==> config.mk <==
export PLATFORM = sky130hd
export DESIGN_NAME = graph_breadth_first_walk_flat
export DESIGN_NICKNAME = d
export VERILOG_FILES = /design/src/hdl/gbfw_pkg.sv /design/src/hdl/gbfw_if.sv /design/src/hdl/gbfw_ram.sv /design/src/hdl/graph_breadth_first_walk.sv /design/src/flat_wrapper.sv
export SDC_FILE = /design/constraint.sdc
export NUM_CORES = 1
export LEC_CHECK = 0
export ABC_AREA = 1
export BUFFER_PORTS_ARGS = -buffer_cell sky130_fd_sc_hd__buf_4
export CORE_MARGIN = 2
export CORE_UTILIZATION = 55
export CTS_CLUSTER_DIAMETER = 100
export CTS_CLUSTER_SIZE = 30
export DETAILED_ROUTE_END_ITERATION = 12
export GPL_ROUTABILITY_DRIVEN = 0
export PLACE_DENSITY = 0.72
export REMOVE_ABC_BUFFERS = 1
export SETUP_SLACK_MARGIN = 0.3
export SLEW_MARGIN = 20
export SYNTH_ARGS = -nofsm -noshare
export SYNTH_HDL_FRONTEND = slang
export SYNTH_HIERARCHICAL = 1
export SYNTH_SLANG_ARGS = --single-unit
==> constraint.sdc <==
create_clock -name clk_i -period 2.6 [get_ports clk_i]
set_clock_uncertainty 0.1 [all_clocks]
set_input_delay 0.52 -clock clk_i [delete_from_list [all_inputs] [get_ports clk_i]]
set_output_delay 0.52 -clock clk_i [all_outputs]
set_load 0.005 [all_outputs]
==> src/hdl/gbfw_pkg.sv <==
// gbfw_pkg: types, constants and the control store of the breadth-first walk
// used by the channel interfaces, the top level and the checker
package gbfw_pkg;

  localparam int unsigned MAX_VERTICES_DEF = 8;

  // fixed widths of the beat fields and registers
  localparam int unsigned ROW_INDEX_W = 3;
  localparam int unsigned ROW_BITS_W  = 8;
  localparam int unsigned VERTEX_W    = 3;
  localparam int unsigned VCOUNT_W    = 4;
  localparam int unsigned START_W     = 3;
  localparam int unsigned CFG_INDEX_W = 2;
  localparam int unsigned CFG_DATA_W  = 4;

  localparam logic [VCOUNT_W-1:0] VCOUNT_RST = VCOUNT_W'(8);
  localparam logic [START_W-1:0]  START_RST  = '0;

  localparam logic [CFG_INDEX_W-1:0] REG_VERTEX_COUNT = CFG_INDEX_W'(0);
  localparam logic [CFG_INDEX_W-1:0] REG_START_VERTEX = CFG_INDEX_W'(1);

  localparam logic ACT_LOAD = 1'b0;
  localparam logic ACT_RUN  = 1'b1;

  localparam int unsigned STEP_W = 4;

  typedef enum logic [2:0] {
    OP_IDLE,
    OP_INIT,
    OP_PUSH_START,
    OP_NOP,
    OP_TAKE,
    OP_CAND,
    OP_SCAN,
    OP_EMIT
  } op_e;

  typedef enum logic [2:0] {
    C_NEVER,
    C_ALWAYS,
    C_RUN_BEAT,
    C_BAD_START,
    C_CAND_EMPTY,
    C_OUT_FREE,
    C_QUEUE_LEFT
  } cond_e;

  typedef struct packed {
    op_e               op;
    cond_e             wait_cond;
    cond_e             jump_cond;
    logic [STEP_W-1:0] target;
  } uword_t;

  // control store: stay in a step until wait_cond holds, then jump to target
  // when jump_cond holds, else fall through to the next step
  function automatic uword_t ucode_rom(input logic [STEP_W-1:0] step);
    uword_t w;
    case (step)
      STEP_W'(0): w = '{OP_IDLE,       C_RUN_BEAT,   C_NEVER,      STEP_W'(0)};
      STEP_W'(1): w = '{OP_INIT,       C_ALWAYS,     C_BAD_START,  STEP_W'(0)};
      STEP_W'(2): w = '{OP_PUSH_START, C_ALWAYS,     C_NEVER,      STEP_W'(0)};
      STEP_W'(3): w = '{OP_NOP,        C_ALWAYS,     C_NEVER,      STEP_W'(0)};
      STEP_W'(4): w = '{OP_TAKE,       C_ALWAYS,     C_NEVER,      STEP_W'(0)};
      STEP_W'(5): w = '{OP_NOP,        C_ALWAYS,     C_NEVER,      STEP_W'(0)};
      STEP_W'(6): w = '{OP_CAND,       C_ALWAYS,     C_NEVER,      STEP_W'(0)};
      STEP_W'(7): w = '{OP_SCAN,       C_CAND_EMPTY, C_NEVER,      STEP_W'(0)};
      STEP_W'(8): w = '{OP_EMIT,       C_OUT_FREE,   C_QUEUE_LEFT, STEP_W'(3)};
      STEP_W'(9): w = '{OP_NOP,        C_ALWAYS,     C_ALWAYS,     STEP_W'(0)};
      default:    w = '{OP_NOP,        C_ALWAYS,     C_ALWAYS,     STEP_W'(0)};
    endcase
    return w;
  endfunction

endpackage

==> src/hdl/gbfw_if.sv <==
// gbfw_in_if, gbfw_out_if: valid/ready channels of the breadth-first walk
// depends on gbfw_pkg for the field widths
interface gbfw_in_if import gbfw_pkg::*; ();
  logic                   valid;
  logic                   ready;
  logic                   action;
  logic [ROW_INDEX_W-1:0] row_index;
  logic [ROW_BITS_W-1:0]  row_bits;

  modport source (output valid, action, row_index, row_bits, input ready);
  modport sink   (input valid, action, row_index, row_bits, output ready);
endinterface

interface gbfw_out_if import gbfw_pkg::*; ();
  logic                valid;
  logic                ready;
  logic [VERTEX_W-1:0] vertex;
  logic                last;

  modport source (output valid, vertex, last, input ready);
  modport sink   (input valid, vertex, last, output ready);
endinterface

==> src/hdl/gbfw_ram.sv <==
// gbfw_ram: generic single write port memory with registered read
// no package dependency
module gbfw_ram #(
  parameter int unsigned WIDTH = 8,
  parameter int unsigned DEPTH = 8,
  localparam int unsigned AW = (DEPTH > 1) ? $clog2(DEPTH) : 1
) (
  input  logic             clk_i,
  input  logic             we_i,
  input  logic [AW-1:0]    waddr_i,
  input  logic [WIDTH-1:0] wdata_i,
  input  logic [AW-1:0]    raddr_i,
  output logic [WIDTH-1:0] rdata_o
);

  logic [WIDTH-1:0] mem_q [DEPTH];
  logic [WIDTH-1:0] rdata_q;

  always_ff @(posedge clk_i) begin
    if (we_i) begin
      mem_q[waddr_i] <= wdata_i;
    end
    rdata_q <= mem_q[raddr_i];
  end

  assign rdata_o = rdata_q;

endmodule

==> src/hdl/graph_breadth_first_walk.sv <==
// graph_breadth_first_walk: breadth-first walk over an adjacency matrix
// depends on gbfw_pkg, gbfw_if (channels) and gbfw_ram (row store, vertex queue)
//
// A load beat (action 0) writes one adjacency row.
// A run beat (action 1) walks the graph from start_vertex and emits one result
// beat per reached vertex in breadth-first order, last set on the final one.
// A run steps through set-up, then per emitted vertex takes it from the queue,
// reads its row, scans the newly found neighbours and emits it, and ends with
// one closing step. The control sequencer walks one step per cycle while the
// step's wait condition holds; the queue and row memories have registered
// reads; the neighbour scan enqueues one vertex per cycle. Results leave through
// an output register, so a stalled sink only holds the walk at the emit step.
// The row store has no reset; rows must be loaded before a run reaches them.
// Configuration must be written only while idle; the block does not enforce it.
module graph_breadth_first_walk import gbfw_pkg::*; #(
  parameter int unsigned MAX_VERTICES = MAX_VERTICES_DEF
) (
  input  logic                   clk_i,
  input  logic                   rst_ni,
  input  logic                   cfg_we_i,
  input  logic [CFG_INDEX_W-1:0] cfg_index_i,
  input  logic [CFG_DATA_W-1:0]  cfg_data_i,
  gbfw_in_if.sink                in_i,
  gbfw_out_if.source             out_o
);

  localparam int unsigned VW = $clog2(MAX_VERTICES);
  localparam int unsigned CW = $clog2(MAX_VERTICES + 1);

  logic [VCOUNT_W-1:0]     vcount_q;
  logic [START_W-1:0]      start_q;
  logic [STEP_W-1:0]       step_q, step_d;
  logic [CW-1:0]           head_q, tail_q;
  logic [MAX_VERTICES-1:0] visited_q;
  logic [MAX_VERTICES-1:0] cand_q;
  logic [VW-1:0]           v_q;
  logic                    out_valid_q;
  logic [VERTEX_W-1:0]     out_vertex_q;
  logic                    out_last_q;

  uword_t                  uw;
  logic                    run_beat, load_beat, row_ok, start_ok, out_free;
  logic                    wait_ok, jump_ok;
  logic                    push_en;
  logic [VW-1:0]           push_v;
  logic [VW-1:0]           first_v;
  logic [MAX_VERTICES-1:0] in_use;
  logic [VW-1:0]           q_rdata;
  logic [MAX_VERTICES-1:0] adj_rdata;

  assign uw = ucode_rom(step_q);

  // configuration registers
  always_ff @(posedge clk_i or negedge rst_ni) begin
    if (!rst_ni) begin
      vcount_q <= VCOUNT_RST;
      start_q  <= START_RST;
    end else if (cfg_we_i) begin
      case (cfg_index_i)
        REG_VERTEX_COUNT: vcount_q <= cfg_data_i[VCOUNT_W-1:0];
        REG_START_VERTEX: start_q  <= cfg_data_i[START_W-1:0];
        default: ;
      endcase
    end
  end

  always_comb begin
    for (int i = 0; i < MAX_VERTICES; i++) begin
      in_use[i] = i < int'(vcount_q);
    end
  end

  always_comb begin
    first_v = '0;
    for (int i = MAX_VERTICES - 1; i >= 0; i--) begin
      if (cand_q[i]) begin
        first_v = VW'(i);
      end
    end
  end

  assign in_i.ready = (uw.op == OP_IDLE);
  assign run_beat   = in_i.valid && in_i.ready && (in_i.action == ACT_RUN);
  assign load_beat  = in_i.valid && in_i.ready && (in_i.action == ACT_LOAD);
  assign row_ok     = int'(in_i.row_index) < MAX_VERTICES;
  assign start_ok   = (int'(start_q) < int'(vcount_q)) && (int'(start_q) < MAX_VERTICES);
  assign out_free   = !out_valid_q || out_o.ready;

  function automatic logic cond_eval(input cond_e c, input logic run_b, input logic st_ok,
                                     input logic cand_empty, input logic o_free,
                                     input logic q_left);
    logic r;
    case (c)
      C_NEVER:      r = 1'b0;
      C_ALWAYS:     r = 1'b1;
      C_RUN_BEAT:   r = run_b;
      C_BAD_START:  r = !st_ok;
      C_CAND_EMPTY: r = cand_empty;
      C_OUT_FREE:   r = o_free;
      C_QUEUE_LEFT: r = q_left;
      default:      r = 1'b0;
    endcase
    return r;
  endfunction

  // next step
  always_comb begin
    wait_ok = cond_eval(uw.wait_cond, run_beat, start_ok, cand_q == '0, out_free,
                        head_q != tail_q);
    jump_ok = cond_eval(uw.jump_cond, run_beat, start_ok, cand_q == '0, out_free,
                        head_q != tail_q);
    if (!wait_ok) begin
      step_d = step_q;
    end else if (jump_ok) begin
      step_d = uw.target;
    end else begin
      step_d = step_q + STEP_W'(1);
    end
  end

  always_ff @(posedge clk_i or negedge rst_ni) begin
    if (!rst_ni) begin
      step_q <= '0;
    end else begin
      step_q <= step_d;
    end
  end

  // datapath controls
  always_comb begin
    push_en = 1'b0;
    push_v  = first_v;
    case (uw.op)
      OP_PUSH_START: begin
        push_en = 1'b1;
        push_v  = VW'(start_q);
      end
      OP_SCAN: push_en = cand_q != '0;
      default: ;
    endcase
  end

  always_ff @(posedge clk_i or negedge rst_ni) begin
    if (!rst_ni) begin
      head_q      <= '0;
      tail_q      <= '0;
      visited_q   <= '0;
      out_valid_q <= 1'b0;
    end else begin
      if ((uw.op == OP_EMIT) && out_free) begin
        out_valid_q <= 1'b1;
      end else if (out_valid_q && out_o.ready) begin
        out_valid_q <= 1'b0;
      end
      case (uw.op)
        OP_INIT: begin
          head_q    <= '0;
          tail_q    <= '0;
          visited_q <= '0;
        end
        OP_TAKE: head_q <= head_q + CW'(1);
        default: ;
      endcase
      if (push_en) begin
        if (tail_q < CW'(MAX_VERTICES)) begin
          tail_q <= tail_q + CW'(1);
        end
        visited_q <= visited_q | (MAX_VERTICES'(1) << push_v);
      end
    end
  end

  always_ff @(posedge clk_i) begin
    case (uw.op)
      OP_TAKE: v_q <= q_rdata;
      OP_CAND: cand_q <= adj_rdata & in_use & ~visited_q;
      OP_SCAN: cand_q <= cand_q & (cand_q - MAX_VERTICES'(1));
      OP_EMIT: begin
        if (out_free) begin
          out_vertex_q <= VERTEX_W'(v_q);
          out_last_q   <= head_q == tail_q;
        end
      end
      default: ;
    endcase
  end

  gbfw_ram #(
    .WIDTH (VW),
    .DEPTH (MAX_VERTICES)
  ) u_queue (
    .clk_i   (clk_i),
    .we_i    (push_en && (tail_q < CW'(MAX_VERTICES))),
    .waddr_i (tail_q[VW-1:0]),
    .wdata_i (push_v),
    .raddr_i (head_q[VW-1:0]),
    .rdata_o (q_rdata)
  );

  gbfw_ram #(
    .WIDTH (MAX_VERTICES),
    .DEPTH (MAX_VERTICES)
  ) u_rows (
    .clk_i   (clk_i),
    .we_i    (load_beat && row_ok),
    .waddr_i (VW'(in_i.row_index)),
    .wdata_i (MAX_VERTICES'(in_i.row_bits)),
    .raddr_i (v_q),
    .rdata_o (adj_rdata)
  );

  assign out_o.valid  = out_valid_q;
  assign out_o.vertex = out_vertex_q;
  assign out_o.last   = out_last_q;

endmodule

==> src/flat_wrapper.sv <==
// flat-port wrapper written by rule: the top's interface ports become plain ports
module graph_breadth_first_walk_flat import gbfw_pkg::*;
#(
  parameter int unsigned MAX_VERTICES = MAX_VERTICES_DEF
)
  (clk_i, rst_ni, cfg_we_i, cfg_index_i, cfg_data_i, in_i_valid, in_i_action, in_i_row_index, in_i_row_bits, in_i_ready, out_o_valid, out_o_vertex, out_o_last, out_o_ready);
  gbfw_in_if in_i_i ();
  gbfw_out_if out_o_i ();
  input  logic clk_i;
  input  logic rst_ni;
  input  logic cfg_we_i;
  input  logic [CFG_INDEX_W-1:0] cfg_index_i;
  input  logic [CFG_DATA_W-1:0] cfg_data_i;
  input wire logic [$bits(in_i_i.valid)-1:0] in_i_valid;
  input wire logic [$bits(in_i_i.action)-1:0] in_i_action;
  input wire logic [$bits(in_i_i.row_index)-1:0] in_i_row_index;
  input wire logic [$bits(in_i_i.row_bits)-1:0] in_i_row_bits;
  output wire logic [$bits(in_i_i.ready)-1:0] in_i_ready;
  output wire logic [$bits(out_o_i.valid)-1:0] out_o_valid;
  output wire logic [$bits(out_o_i.vertex)-1:0] out_o_vertex;
  output wire logic [$bits(out_o_i.last)-1:0] out_o_last;
  input wire logic [$bits(out_o_i.ready)-1:0] out_o_ready;
  assign in_i_i.valid = in_i_valid;
  assign in_i_i.action = in_i_action;
  assign in_i_i.row_index = in_i_row_index;
  assign in_i_i.row_bits = in_i_row_bits;
  assign in_i_ready = in_i_i.ready;
  assign out_o_valid = out_o_i.valid;
  assign out_o_vertex = out_o_i.vertex;
  assign out_o_last = out_o_i.last;
  assign out_o_i.ready = out_o_ready;
  graph_breadth_first_walk #(.MAX_VERTICES(MAX_VERTICES)) u_core (.clk_i(clk_i), .rst_ni(rst_ni), .cfg_we_i(cfg_we_i), .cfg_index_i(cfg_index_i), .cfg_data_i(cfg_data_i), .in_i(in_i_i), .out_o(out_o_i));
endmodule
* Word level (Yosys, flattened, before mapping)
Memories as Yosys holds them, arrays and structs flattened. A register that Yosys moved wholly into a read port is not among the register bits.
Cells that the tools add are included.
** Storage, ports and cells
- Memory bits (read-only) :: 176
- Memories :: 3
- Output and inout port bits :: 6
- Input bits :: 23
- RAM bits :: 88
- Flip-flop bits (word level) :: 43
** Operators by class
- Magnitude comparators :: 10
- Shift operators :: 1
- Add/sub/neg operators :: 4
- Equal/unequal tests :: 21
- Bitwise gates (word level) :: 6
- Muxes and demuxes :: 26
- Reductions and logical operators :: 20
** Memory list
- (name not given) :: words 16, bits a word 11, read ports 1, clocked after Yosys merged registers in 0, wr ports 0, line gbfw_pkg.sv:59 : case (step)
- u_core.u_rows.mem_q :: words 8, bits a word 8, read ports 1, clocked after Yosys merged registers in 1, wr ports 1, line gbfw_ram.sv:16 : logic [WIDTH-1:0] mem_q [DEPTH];
- u_core.u_queue.mem_q :: words 8, bits a word 3, read ports 1, clocked after Yosys merged registers in 1, wr ports 1, line gbfw_ram.sv:16
** Operators by type and width (number)
- $eq A3 B3 Y1 const B :: 10
- $mux W3 :: 9
- $and A8 B8 Y8 :: 3
- $lt A3 B4 Y1 const A :: 4
- $mux W4 :: 4
- $mux W8 :: 2
- $pmux W8 S2 :: 1
- $eq A3 B2 Y1 const B :: 5
- $add A4 B1 Y4 const B :: 3
- $pmux W1 S6 :: 2
- $eq A3 B1 Y1 const B :: 3
- $logic_not A8 Y1 :: 1
- $lt A1 B4 Y1 const A :: 2
- $lt A2 B4 Y1 const A :: 2
- $not A8 Y8 :: 1
- $or A8 B8 Y8 :: 1
- $pmux W4 S2 :: 1
- $reduce_bool A2 Y1 :: 4
- $reduce_bool A8 Y1 :: 1
- $shl A1 B3 Y8 const A :: 1
- $sub A8 B1 Y8 const B :: 1
- $logic_and A1 B1 Y1 :: 6
- $mux W1 :: 6
- $reduce_and A2 Y1 :: 3
- 11 further kinds :: 12

* Logic depth before layout (Yosys ltp)
- Depth in word-level cells :: 12
- Depth in mapped cells :: 13
- Mapped depth without buffers :: 13

* Cells and area by module
The synthesis kept the hierarchy.
** Modules (own cells, without submodules)
- gbfw_ram (u_core.u_rows) :: times used 1, cells each 303, area an instance 3050.4 um2
- graph_breadth_first_walk :: times used 1, cells each 325, area an instance 2576.2 um2
- gbfw_ram (u_core.u_queue) :: times used 1, cells each 124, area an instance 1177.4 um2

* Least setup slack after synthesis
No wires, ideal clock.
- Path kind :: flip-flop to flip-flop
- Start :: reg u_core.step_q[0]
- End :: mem u_core.u_rows.mem_q[1][0] (enable)
- Path slack :: 0.128 ns
- Path buffers :: 0
- Data required time :: 2.130 ns
- Period minus slack after synthesis :: 2.472 ns
- Cell stages (with the launch flop) :: 12
- Arrival :: 2.002 ns
- Library setup time :: 0.370 ns
- Cells stage by stage :: dfrtp_1 > inv_1 > ha_1 > nand2_4 > nand2_4 > nand2_4 > inv_2 > nor3_1 > nand2_1 > nor2_1 > nand2_1 > nor2_1
** On the way
- Word-level cells in the longest chain between the ends :: 6
** Ends and longest elaborated chain
- start, declared :: line graph_breadth_first_walk.sv:32 : logic [STEP_W-1:0] step_q, step_d;
- start signal, assigned :: line graph_breadth_first_walk.sv:125 : step_q <= step_d;
- $mem_v2 Z16 W11
- $logic_not A3 Y1 :: line graph_breadth_first_walk.sv:82 : assign in_i.ready = (uw.op == OP_IDLE);
- net in_i_ready :: line flat_wrapper.sv:18 : output wire logic [$bits(in_i_i.ready)-1:0] in_i_ready;
- $logic_and A1 B1 Y1 (2 in series) :: line graph_breadth_first_walk.sv:84 : assign load_beat = in_i.valid && in_i.ready && (in_i.action == ACT_LOAD);
- net u_core.load_beat :: line graph_breadth_first_walk.sv:42 : logic run_beat, load_beat, row_ok, start_ok, out_free;
- $mux W1 :: line gbfw_ram.sv:20 : if (we_i) begin
- $mux W1 (not written as such) :: line gbfw_ram.sv:21 : mem_q[waddr_i] <= wdata_i;
- end, declared :: line gbfw_ram.sv:16
The timed path passes the listed nets, and every way through them passes these cells.

* Worst setup path in the final report
- Start :: reg u_core.step_q[1]
- End :: out in_i_ready
** On the way
- Word-level cells in the longest chain between the ends :: 2
** Ends and longest elaborated chain (line)
- $mem_v2 Z16 W11
- $logic_not A3 Y1 :: graph_breadth_first_walk.sv:82
- end, declared :: flat_wrapper.sv:18
No other way between the ends.

==> impl_metrics.sql <==
INSERT INTO impl_metrics (metric_group, metric, value, unit) VALUES
('outcome', 'run_status', 'finished clean', ''),
('logic_synthesis', 'yosysWarnings', '6', ''),
('route', 'drtAntennaViolNets', '0', ''),
('die', 'io_pins', '29', ''),
('logic_synthesis', 'synth-adder-area-share', '0.0166', ''),
('setup_path', 'worstReg2RegStart', 'u_core/step_q[1]', ''),
('logic_synthesis', 'yosys_register_bits', '142', ''),
('cells_and_area', 'share_of_cells_above_drive_strength_1', '0.174', ''),
('setup_path', 'ff2ff_setup_slack', '0.39', 'ns'),
('logic_synthesis', 'share_of_synthesized_registers_carrying_an_async_set_or_reset', '0.197', ''),
('clocking', 'tritoncts.num_buffers', '17', ''),
('cells_and_area', 'fin_nets', '846', ''),
('logic_synthesis', 'syn_avg_cell_area', '9.05', 'um^2'),
('setup_path', 'rr_endpoint', 'u_core/u_queue/mem_q[0][1]', ''),
('flow_run', 'max-cap-violations', '0', ''),
('cells_and_area', 'final_core_utilization', '0.672', ''),
('timing', 'hold_violations', '0', ''),
('clocking', 'cts.sinks', '142', ''),
('setup_path', 'worstSetupEndpointType', 'output pin', ''),
('route', 'detailroute.via_count', '5039', ''),
('logic_synthesis', 'ys_seq_area_frac', '0.590', ''),
('setup_path', 'number_of_cells_traversed_by_the_worst_register_to_register_path', '11', ''),
('logic_synthesis', 'synth_top_area_cell', 'edfxtp_1', ''),
('die', 'chipHeight', '115', 'um'),
('timing', 'tightestPinTransition', '0.634', 'ns'),
('die', 'fp.dieArea', '13300', 'um^2'),
('logic_synthesis', 'post_synth_xor_area_fraction', '0.00515', ''),
('logic_synthesis', 'synth_cells', '752', ''),
('die', 'die_x', '115', 'um'),
('route', 'drt-pass1-iter-count', '6', ''),
('route', 'remaining_drcs', '0', ''),
('placed_design', 'placedCellCount', '944', ''),
('grt', 'grt_overflow_total', '0', ''),
('logic_synthesis', 'ys_top_cells_by_count', 'nand2_1 (255), inv_1 (143), edfxtp_1 (103)', ''),
('logic_synthesis', 'postSynth.topFlopCell', 'edfxtp_1', ''),
('cells_and_area', 'final_cell_count_no_fill', '995', ''),
('logic_synthesis', 'combinational_family_with_the_most_area_after_synthesis', 'simple AND/OR/NAND/NOR gates', ''),
('grt', 'grt_first_pass_wirelength', '23.7', 'mm'),
('route', 'vias_per_cell', '5.06', ''),
('power_and_ir_drop', 'p_leak', '0.00382', 'uW'),
('route', 'postRouteWirelength', '14.9', 'mm'),
('placed_design', 'io_buffer_count', '28', ''),
('die', 'std_cell_rows', '40', ''),
('timing', 'max_clock_freq', '0.428', 'GHz'),
('clocking', 'worst_setup_hold_path_clk_slew', '0.06', 'ns'),
('timing', 'unrepaired_setup_endpoints_after_global_routing', 'true', ''),
('grt', 'grt_usage', '0.239', ''),
('clocking', 'htreeDepth', '4', ''),
('die', 'coreArea', '12100', 'um^2'),
('logic_synthesis', 'compound_gate_fraction_of_synth_area', '0.0316', ''),
('setup_path', 'path_class', 'reg2out', ''),
('logic_synthesis', 'synth-edff-count', '103', ''),
('cells_and_area', 'flow.area_growth_from_synthesis', '19.1', '%'),
('grt', 'grt_pass1_vias', '4781', ''),
('timing', 'timing.max_slew.rel_slack', '0.577', ''),
('timing', 'setup_violations', '0', ''),
('route', 'routed_wire_length_per_instance', '15.0', 'um'),
('hold_path', 'hold_path_class', 'in2reg', ''),
('power_and_ir_drop', 'irDropWorstVdd', '568', 'uV'),
('route', 'drt_iter0_drc', '508', ''),
('logic_synthesis', 'synth_cell_types', '36', ''),
('clocking', 'cts.root.buffer_cell', 'clkbuf_16', ''),
('placed_design', 'place.detailed.hpwl', '10.3', 'mm'),
('logic_synthesis', 'synthMuxAreaShare', '0', ''),
('cells_and_area', 'antenna-diode-count', '0', ''),
('setup_path', 'crit_end', 'in_i_ready', ''),
('clocking', 'tritoncts', 'yes', ''),
('logic_synthesis', 'most_frequent_cell_after_synthesis', 'nand2_1', ''),
('setup_path', 'cp.required', '1.98', 'ns'),
('logic_synthesis', 'synth_top_area_share', '0.455', ''),
('setup_path', 'timing.critical_path.fanout_max', '3', '');
-- critical path, cell delays in order, from the launching register on --
cell     delay, ns
dfrtp_1       0.39
inv_2         0.13
ha_4          0.23
nand2_4       0.08
nand3_4       0.07
nor3_4        0.20
buf_6         0.13
buf_6         0.08
-- per-stage QoR --
| step | worst slack (ns) | hold WS, ns | instance area [um^2] | power (uW) |
|---|---|---|---|---|
| final | 0.261 | 0.247 | 8100 | 8840 |
| after global routing | 0.196 | 0.252 | 8100 | 9370 |
| after CTS | 0.261 | 0.226 | 7960 | 8560 |
| after detailed placement | 0.0793 | 0.296 | 7160 | 5760 |
| after global placement | 0.168 | 0.286 | 7160 | 5670 |
| after floorplan | 0.115 | 0.124 | 6650 | 5000 |
-- report_power, final --
group | leakage [uW] | internal (uW) | total (uW) | switching [uW]
clock | 0.000289 | 1520 | 2480 | 954
combinational | 0.00214 | 1130 | 3090 | 1960
sequential | 0.00139 | 2950 | 3270 | 313
total | 0.00382 | 5610 | 8840 | 3230
-- how the worst min path moves through the flow --
stage	startpoint	endpoint	slack [ns]	cells after the start
4_1_cts	cfg_data_i[3]	u_core/vcount_q[3]	0.23	3
5_1_grt	in_i_row_bits[6]	u_core/u_rows/mem_q[6][6]	0.25	1
2_1_floorplan	rst_ni	u_core/head_q[0]	0.12	0
3_5_place_dp	u_core/u_queue/rdata_o[1]	u_core/v_q[1]	0.30	0
6_report	cfg_data_i[3]	u_core/vcount_q[3]	0.25	3
3_3_place_gp	u_core/u_queue/rdata_o[1]	u_core/v_q[1]	0.29	0
-- final cells by class --
cell class	count	area [um^2]
flip-flops and latches	142	4020
well taps	168	210
fillers	895	3960
multi-input cells	443	2230
repair buffers	59	457
inverters	151	574
clock inverters	14	181
clock buffers	18	429
-- metal layers --
layer	global-route usage	vias to the layer above	part of all wire
met5	0	-	0
met4	0.0843	0	0.018
met3	0.0622	22	0.057
met2	0.399	177	0.50
met1	0.303	2352	0.43
li1	-	2488	-
-- kinds of logic after synthesis --
| kind of cell | after synthesis |
|---|---|
| DFF | 142 |
| AOI/OAI and AO/OA | 34 |
| adders and majority gates | 9 |
| buffers and inverters | 167 |
| xor gates and xnor gates | 4 |
| and+or+nand+nor | 396 |
-- repair_timing --
item,4_1_cts,5_1_grt
setup buffers,10,8
cloned,0,0
hold buffers,1,0
gates resized for setup,27,21
pin swaps,6,3
endpoints found under the hold margin,27,0
setup endpoints to repair,97,101
-- cells in the final DEF, fill, tap and decap left out, types with 8 or more instances in the layout --
cell / instances
edfxtp_1: 103
dfrtp_1: 25
nor2_1: 34
nor2_4: 10
o21ai_0: 16
dfxtp_1: 11
buf_4: 55
inv_2: 9
nand3_1: 70
nand2_1: 249
nand2_4: 8
inv_1: 139
clkbuf_16: 17
-- state kept, by name, indices dropped and copies added (netlist names), 4 cells and up --
| register | cells |
|---|---|
| u_core/u_rows/mem_q | 64 |
| u_core/u_queue/mem_q | 24 |
| u_core/cand_q | 8 |
| u_core/u_rows/rdata_o | 8 |
| u_core/visited_q | 8 |
| u_core/head_q | 4 |
| u_core/step_q | 4 |
| u_core/tail_q | 4 |
| u_core/vcount_q | 4 |
Power figures use the tool's default switching activity.
